===== config.mk =====
export PLATFORM = sky130hd
export DESIGN_NAME = varint_byte_encoder_flat
export DESIGN_NICKNAME = d
export VERILOG_FILES = /design/src/vbe_pkg.sv /design/src/vbe_req_if.sv /design/src/vbe_rsp_if.sv /design/src/vbe_mapper.sv /design/src/vbe_shifter.sv /design/src/vbe_sequencer.sv /design/src/varint_byte_encoder.sv /design/src/flat_wrapper.sv
export SDC_FILE = /design/constraint.sdc
export NUM_CORES = 1
export LEC_CHECK = 0
export ABC_AREA = 1
export BUFFER_PORTS_ARGS = -buffer_cell sky130_fd_sc_hd__buf_2
export CAP_MARGIN = 20
export CORE_UTILIZATION = 45
export DETAILED_ROUTE_END_ITERATION = 12
export PLACE_DENSITY = 0.66
export SLEW_MARGIN = 20
export SYNTH_ARGS = -nofsm -noshare
export SYNTH_HDL_FRONTEND = slang
export SYNTH_SLANG_ARGS = --single-unit

===== constraint.sdc =====
create_clock -name clock -period 3.51 [get_ports clock]
set_input_delay 0.351 -clock clock [delete_from_list [all_inputs] [get_ports clock]]
set_output_delay 0.351 -clock clock [all_outputs]
set_load 0.05 [all_outputs]

===== src/vbe_pkg.sv =====
package vbe_pkg;

   localparam int unsigned GROUP_BITS = 7;
   localparam int unsigned NUM_GROUPS = 10;
   localparam int unsigned VALUE_W    = 64;
   localparam int unsigned DATA_W     = GROUP_BITS * NUM_GROUPS;
   localparam int unsigned PAD_W      = DATA_W - VALUE_W;
   localparam int unsigned COUNT_W    = 4;
   localparam int unsigned BYTE_W     = 8;

   localparam logic [COUNT_W-1:0] COUNT_FULL = COUNT_W'(NUM_GROUPS);
   localparam logic [COUNT_W-1:0] COUNT_ONE  = COUNT_W'(1);

   typedef enum logic [2:0] {
      ST_IDLE = 3'b001,
      ST_NORM = 3'b010,
      ST_EMIT = 3'b100
   } state_type;

   // commands from the sequencer to the shift unit
   typedef struct packed {
      logic load;
      logic norm_step;
      logic emit_step;
   } shift_cmd_type;

   // status from the shift unit back to the sequencer
   typedef struct packed {
      logic top_zero;
      logic can_drop;
      logic remain_one;
   } shift_stat_type;

endpackage


===== src/vbe_req_if.sv =====
interface vbe_req_if;
   import vbe_pkg::*;

   logic                 valid;
   logic                 ready;
   logic                 req_type;
   logic [VALUE_W-1:0]   value;

   modport source (output valid, output req_type, output value, input ready);
   modport sink   (input valid, input req_type, input value, output ready);
endinterface


===== src/vbe_rsp_if.sv =====
interface vbe_rsp_if;
   import vbe_pkg::*;

   logic                 valid;
   logic                 ready;
   logic [BYTE_W-1:0]    out_byte;
   logic                 last;
   logic [COUNT_W-1:0]   group_count;

   modport source (output valid, output out_byte, output last, output group_count,
                   input ready);
   modport sink   (input valid, input out_byte, input last, input group_count,
                   output ready);
endinterface


===== src/vbe_mapper.sv =====
module vbe_mapper (
   input  logic                          is_signed,
   input  logic [vbe_pkg::VALUE_W-1:0]   value,
   output logic [vbe_pkg::VALUE_W-1:0]   mapped
);
   import vbe_pkg::*;

   logic                 neg;
   logic [VALUE_W-1:0]   mag;

   // zigzag style map: magnitude shifted up, sign in bit 0, wraps mod 2^64
   always_comb begin
      neg = value[VALUE_W-1];
      mag = neg ? (~value + VALUE_W'(1)) : value;
      if (is_signed) begin
         mapped = {mag[VALUE_W-2:0], neg};
      end else begin
         mapped = value;
      end
   end
endmodule


===== src/vbe_shifter.sv =====
module vbe_shifter (
   input  logic                            clock,
   input  logic                            reset,
   input  vbe_pkg::shift_cmd_type          cmd,
   input  logic [vbe_pkg::VALUE_W-1:0]     load_value,
   output vbe_pkg::shift_stat_type         stat,
   output logic [vbe_pkg::GROUP_BITS-1:0]  top_group,
   output logic [vbe_pkg::COUNT_W-1:0]     total
);
   import vbe_pkg::*;

   logic [DATA_W-1:0]    data_ff, data_in;
   logic [COUNT_W-1:0]   total_ff, total_in;
   logic [COUNT_W-1:0]   remain_ff, remain_in;

   // one 7-bit left shift, shared by normalizing and emitting
   always_comb begin
      data_in   = data_ff;
      total_in  = total_ff;
      remain_in = remain_ff;
      if (cmd.load) begin
         data_in   = {{PAD_W{1'b0}}, load_value};
         total_in  = COUNT_FULL;
         remain_in = COUNT_FULL;
      end else if (cmd.norm_step) begin
         data_in   = {data_ff[DATA_W-GROUP_BITS-1:0], {GROUP_BITS{1'b0}}};
         total_in  = total_ff - COUNT_ONE;
         remain_in = remain_ff - COUNT_ONE;
      end else if (cmd.emit_step) begin
         data_in   = {data_ff[DATA_W-GROUP_BITS-1:0], {GROUP_BITS{1'b0}}};
         remain_in = remain_ff - COUNT_ONE;
      end
   end

   always_ff @(posedge clock) begin
      data_ff <= data_in;
      if (reset) begin
         total_ff  <= COUNT_FULL;
         remain_ff <= COUNT_FULL;
      end else begin
         total_ff  <= total_in;
         remain_ff <= remain_in;
      end
   end

   assign top_group       = data_ff[DATA_W-1 -: GROUP_BITS];
   assign total           = total_ff;
   assign stat.top_zero   = (top_group == '0);
   assign stat.can_drop   = (total_ff != COUNT_ONE);
   assign stat.remain_one = (remain_ff == COUNT_ONE);
endmodule


===== src/vbe_sequencer.sv =====
module vbe_sequencer (
   input  logic                      clock,
   input  logic                      reset,
   input  logic                      req_valid,
   output logic                      req_ready,
   output logic                      rsp_valid,
   input  logic                      rsp_ready,
   input  vbe_pkg::shift_stat_type   stat,
   output vbe_pkg::shift_cmd_type    cmd
);
   import vbe_pkg::*;

   state_type state_ff, state_in;

   always_comb begin
      state_in      = state_ff;
      cmd           = '0;
      req_ready     = 1'b0;
      rsp_valid     = 1'b0;
      case (state_ff)
         ST_IDLE: begin
            req_ready = 1'b1;
            if (req_valid) begin
               cmd.load = 1'b1;
               state_in = ST_NORM;
            end
         end
         ST_NORM: begin
            // drop leading zero groups, always keep at least one
            if (stat.top_zero && stat.can_drop) begin
               cmd.norm_step = 1'b1;
            end else begin
               state_in = ST_EMIT;
            end
         end
         ST_EMIT: begin
            rsp_valid = 1'b1;
            if (rsp_ready) begin
               cmd.emit_step = 1'b1;
               if (stat.remain_one) begin
                  state_in = ST_IDLE;
               end
            end
         end
         default: begin
            state_in = ST_IDLE;
         end
      endcase
   end

   always_ff @(posedge clock) begin
      if (reset) begin
         state_ff <= ST_IDLE;
      end else begin
         state_ff <= state_in;
      end
   end
endmodule


===== src/varint_byte_encoder.sv =====
// varint byte encoder: 64-bit value in, 7-bit groups out, most significant first
// req_if carries req_type (1 = signed, sign and magnitude mapped first) and value;
// it transfers when valid and ready are both high. rsp_if carries one byte per
// transfer: out_byte (bit 7 set on the final byte), last and group_count.
// an item with n groups (1 to 10) is loaded on its input transfer; then a single
// 70-bit shift unit drops leading zero groups, one group per cycle, and the n
// bytes go out from the same shifter, one per cycle while the receiver is ready.
// req_if.ready is high only while the block is idle, so one item is in work
// at a time.
// when the receiver stalls, the current byte is held steady and the shifter
// waits; nothing is lost.
// synchronous reset returns the sequencer to idle and drops any item in work;
// req_if.ready is high from the first cycle after reset.
module varint_byte_encoder (
   input  logic         clock,
   input  logic         reset,
   vbe_req_if.sink      req_if,
   vbe_rsp_if.source    rsp_if
);
   import vbe_pkg::*;

   logic [VALUE_W-1:0]      mapped;
   shift_cmd_type           cmd;
   shift_stat_type          stat;
   logic [GROUP_BITS-1:0]   top_group;
   logic [COUNT_W-1:0]      total;

   vbe_mapper u_mapper (
      .is_signed (req_if.req_type),
      .value     (req_if.value),
      .mapped    (mapped)
   );

   vbe_shifter u_shifter (
      .clock      (clock),
      .reset      (reset),
      .cmd        (cmd),
      .load_value (mapped),
      .stat       (stat),
      .top_group  (top_group),
      .total      (total)
   );

   vbe_sequencer u_sequencer (
      .clock     (clock),
      .reset     (reset),
      .req_valid (req_if.valid),
      .req_ready (req_if.ready),
      .rsp_valid (rsp_if.valid),
      .rsp_ready (rsp_if.ready),
      .stat      (stat),
      .cmd       (cmd)
   );

   assign rsp_if.out_byte    = {stat.remain_one, top_group};
   assign rsp_if.last        = stat.remain_one;
   assign rsp_if.group_count = total;

`ifndef SYNTHESIS
   a_count_range: assert property (@(posedge clock) disable iff (reset)
      rsp_if.valid |-> (rsp_if.group_count != '0 && rsp_if.group_count <= COUNT_FULL))
      else $error("group count out of range");

   a_no_overlap: assert property (@(posedge clock) disable iff (reset)
      req_if.ready |-> !rsp_if.valid)
      else $error("input taken while a byte is pending");

   a_idle_after_last: assert property (@(posedge clock) disable iff (reset)
      (rsp_if.valid && rsp_if.ready && rsp_if.last) |=> req_if.ready)
      else $error("not idle after final byte");

   a_hold_stalled: assert property (@(posedge clock) disable iff (reset)
      (rsp_if.valid && !rsp_if.ready) |=>
      (rsp_if.valid && $stable(rsp_if.out_byte) && $stable(rsp_if.group_count)))
      else $error("byte changed while stalled");
`endif
endmodule


===== src/flat_wrapper.sv =====
// flat-port wrapper written by rule: the top's interface ports become plain ports
module varint_byte_encoder_flat import vbe_pkg::*;
  (clock, reset, req_if_valid, req_if_req_type, req_if_value, req_if_ready, rsp_if_valid, rsp_if_out_byte, rsp_if_last, rsp_if_group_count, rsp_if_ready);
  vbe_req_if req_if_i ();
  vbe_rsp_if rsp_if_i ();
  input  logic clock;
  input  logic reset;
  input wire logic [$bits(req_if_i.valid)-1:0] req_if_valid;
  input wire logic [$bits(req_if_i.req_type)-1:0] req_if_req_type;
  input wire logic [$bits(req_if_i.value)-1:0] req_if_value;
  output wire logic [$bits(req_if_i.ready)-1:0] req_if_ready;
  output wire logic [$bits(rsp_if_i.valid)-1:0] rsp_if_valid;
  output wire logic [$bits(rsp_if_i.out_byte)-1:0] rsp_if_out_byte;
  output wire logic [$bits(rsp_if_i.last)-1:0] rsp_if_last;
  output wire logic [$bits(rsp_if_i.group_count)-1:0] rsp_if_group_count;
  input wire logic [$bits(rsp_if_i.ready)-1:0] rsp_if_ready;
  assign req_if_i.valid = req_if_valid;
  assign req_if_i.req_type = req_if_req_type;
  assign req_if_i.value = req_if_value;
  assign req_if_ready = req_if_i.ready;
  assign rsp_if_valid = rsp_if_i.valid;
  assign rsp_if_out_byte = rsp_if_i.out_byte;
  assign rsp_if_last = rsp_if_i.last;
  assign rsp_if_group_count = rsp_if_i.group_count;
  assign rsp_if_i.ready = rsp_if_ready;
  varint_byte_encoder u_core (.clock(clock), .reset(reset), .req_if(req_if_i), .rsp_if(rsp_if_i));
endmodule

==> impl_metrics.py <==
metrics = {
    "final_layout": {
        "antenna_cells": 0,
        "stdcell_area_um2": 7122,
        "stdcell_count": 1223,
        "synthToLayoutAreaGrowth_pct": 12.16,
        "fin_util_pct": 51.51,
        "drive_gt1_share_pct": 13.14,
        "fin_nets": 1113,
    },
    "clock_tree": {
        "cts_setup_buffers": 0,
        "cts.repair.resized": 0,
        "cts_buffers": 9,
        "root_buffer": "clkbuf_16",
        "clk_path_buf_depth": 2,
        "tritoncts": "built",
        "clk_pin_slew_worst_paths_ns": 0.07,
        "htreeDepth": 3,
        "clock-sinks": 81,
        "clock_latency_ns": 0.35,
        "cts_hold_buf": 0,
    },
    "run": {
        "drv_cap": 0,
    },
    "critical_path": {
        "worstSetupPathType": "reg2reg",
        "crit_top_cell": "inv_1",
        "slowest_delay_ns": 0.38,
        "cp-startpoint": "u_core.u_shifter.total[1]",
        "start_kind": "flip-flop",
        "cp.arrival_ns": 2.37,
        "cp_top_family": "simple AND/OR/NAND/NOR gates",
        "rr_endpoint": "u_core.u_shifter.data_ff[38]",
        "crit_end": "u_core.u_shifter.data_ff[38]",
        "slowest_stage": "dfxtp_1",
        "rrSetupSlack_ns": 1.17,
        "worstPathRequired_ns": 3.54,
        "cp_max_fo": 18,
        "crit_chain": "inv_1, ha_1, nand2_1, nor2_1, inv_1, nand3_2, nand2_2, inv_1, nand2_2, buf_4",
        "critPathCaptureType": "flip-flop",
        "worst-path-buf-inv": 4,
        "critical_path_depth": 10,
        "worst-r2r-cell-count": 10,
        "r2r_start": "u_core.u_shifter.total[1]",
    },
    "synth": {
        "synth_top_area_cell": "edfxtp_1",
        "synth_edf_count": 64,
        "synth_top_flop_cell": "edfxtp_1",
        "synthArstFlopShare_pct": 0,
        "syn_area_per_cell_um2": 6.486,
        "synthTopCellsByArea": "edfxtp_1 (30%), nand2_1 (21%), nor2_1 (8.9%), nand3_1 (6.1%), dfxtp_1 (5.4%)",
        "ys.warnings.count": 0,
        "synth_common_cells": "nand2_1 (349), nor2_1 (151), nand3_1 (78), inv_1 (75), a21oi_1 (66)",
        "yosysMostFrequentCell": "nand2_1",
        "synth_fp_nets": 1054,
        "netlist_area_um2": 6350,
        "synth_cells": 979,
        "seq_area_frac_synth_pct": 35.63,
        "ys_types": 36,
        "yosysTopAreaCellShare_pct": 30.27,
        "yosys_register_bits": 81,
    },
    "placement": {
        "postPlaceCellArea_um2": 6820,
        "hpwlAfterDp_um": 14270,
        "gp_congestion": 0.9398,
        "port_buffers": 83,
        "place_inst": 1207,
    },
    "timing": {
        "fin_worst_skew_ns": 0.007398,
        "period_needed_ns": 2.338,
        "slew_viol_final": 0,
        "slew_headroom_pct": 39.63,
        "fin_setup_tns_ns": 0,
        "setup_viol": 0,
        "worstMarginPinSlew_ns": 0.9046,
        "grt_setup_unrepaired": "no",
        "hold_viol": 0,
        "max_freq_mhz": 427.7,
        "timing.final.crit_share_pct": 66.62,
    },
    "worst_hold_path": {
        "min_path_type": "in2reg",
    },
    "route": {
        "top_layer_used": "met4",
        "routedWlPerCell_um": 15.80,
        "drc": 0,
        "drtIter0Drc": 713,
        "first_pass_iters": 7,
        "ant_nets": 0,
        "wl_met3_um": 1380,
        "routed_wl_um": 19330,
        "vias": 6582,
        "via_per_inst": 5.382,
        "wl_met1_um": 8821,
        "wl_met2_um": 8846,
    },
    "floorplanning": {
        "ios": 84,
        "initial_utilization_pct": 45.92,
        "die-area_um2": 14590,
        "coreArea_um2": 13830,
        "die_x_um": 120.8,
        "row_count": 43,
        "die_h_um": 120.8,
    },
    "global_route": {
        "grt-ovfl-total": 0,
        "grtUsageTotal_pct": 27.22,
        "grt_max_degree": 81,
        "grt_pass1_vias": 5833,
        "grt_pass1_wl_um": 30200,
        "grt_antenna_before_repair": 0,
    },
    "pwr": {
        "p_per_area_nw_per_um2": 417.4,
        "ir_drop_mv": 0.2673,
        "p_leak_nw": 3.245,
    },
    "outcome": {
        "status": "finished clean",
    },
}
==> through the flow <==
| stage | power (mW) | setup slack [ns] | hold slack [ns] |
|---|---|---|---|
| 5_1_grt | 3.108 | 0.9569 | 0.1851 |
| 3_5_place_dp | 1.980 | 1.173 | 0.4602 |
| 2_1_floorplan | 1.753 | 0.2621 | 0.4201 |
| 3_3_place_gp | 1.974 | 1.256 | 0.4549 |
| 6_report | 2.973 | 1.172 | 0.1820 |
| 4_1_cts | 2.980 | 1.144 | 0.1800 |
==> state kept, by name, indices dropped and copies added, names as in the netlist <==
name / count
u_core.u_shifter.data_ff: 70
u_core.u_shifter.remain_ff: 4
u_core.u_shifter.total: 4
u_core.u_sequencer.state_ff: 3
==> worst reg2reg max path: stages (launching register included) <==
cell and delay, ns:
dfxtp_1 0.38, inv_1 0.08, ha_1 0.18, nand2_1 0.06, nor2_1 0.05, inv_1 0.07
nand3_2 0.14, nand2_2 0.16, inv_1 0.20, nand2_2 0.33, buf_4 0.35
==> where the power goes <==
group	leakage (nW)	total (mW)	internal, mW	switching, mW
combinational	2.34	0.720	0.213	0.507
clock	0.150	1.01	0.564	0.443
sequential	0.754	1.24	1.21	0.0372
==> layout by cell type, fill, tap and decap left out, drive strengths merged <==
cell type | synthesis | routed
nor2 | 163 | 163
clkinv | 0 | 2
a2bb2oi | 2 | 2
dfxtp | 17 | 17
nand4 | 13 | 13
bufinv | 0 | 1
or2 | 1 | 1
ha | 6 | 6
buf | 32 | 91
inv | 77 | 80
o21ai | 64 | 64
nand2 | 355 | 355
a21boi | 1 | 1
edfxtp | 64 | 64
o2111ai | 1 | 1
nor4 | 2 | 2
nor3 | 5 | 5
o221ai | 9 | 9
xor2 | 2 | 2
a21oi | 66 | 66
o211ai | 6 | 6
clkbuf | 11 | 10
xnor2 | 2 | 2
nand3 | 80 | 80
==> final cells by class <==
type                            instances  area [µm²]
Inverter                               77       290.3
Sequential cell                        81        2262
Clock buffer                           10       229.0
Multi-Input combinational cell        778        3555
Timing Repair Buffer                   91       488.0
Clock inverter                          6       72.57
Tap cell                              180       225.2
Fill cell                            1451        6705
==> logic make-up after synthesis <==
kind of cell               synth area share [%]
DFF                                       35.63
AOI/OAI and AO/OA                         13.32
buffers and inverters                     8.433
and+or+nand+nor                           40.89
adders and majority gates                 1.182
xor gates and xnor gates                 0.5518
==> routing by layer <==
layer,vias up,GRT usage [%]
met5,-,0
met4,0,7.253
met3,24,4.387
met2,276,43.82
met1,2954,37.81
li1,3328,-
==> worst min-delay path by stage <==
stage                                  from                              to  slack [ns]  cells after the start
6_report                              reset  u_core.u_sequencer.state_ff[2]        0.18                      2
5_1_grt                               reset  u_core.u_sequencer.state_ff[2]        0.19                      2
4_1_cts                               reset  u_core.u_sequencer.state_ff[1]        0.18                      2
3_5_place_dp   u_core.u_shifter.data_ff[65]    u_core.u_shifter.data_ff[65]        0.46                      2
3_3_place_gp   u_core.u_shifter.data_ff[65]    u_core.u_shifter.data_ff[65]        0.45                      2
2_1_floorplan                         reset  u_core.u_sequencer.state_ff[1]        0.42                      1
No activity file was read; power rests on OpenSTA's default activity.
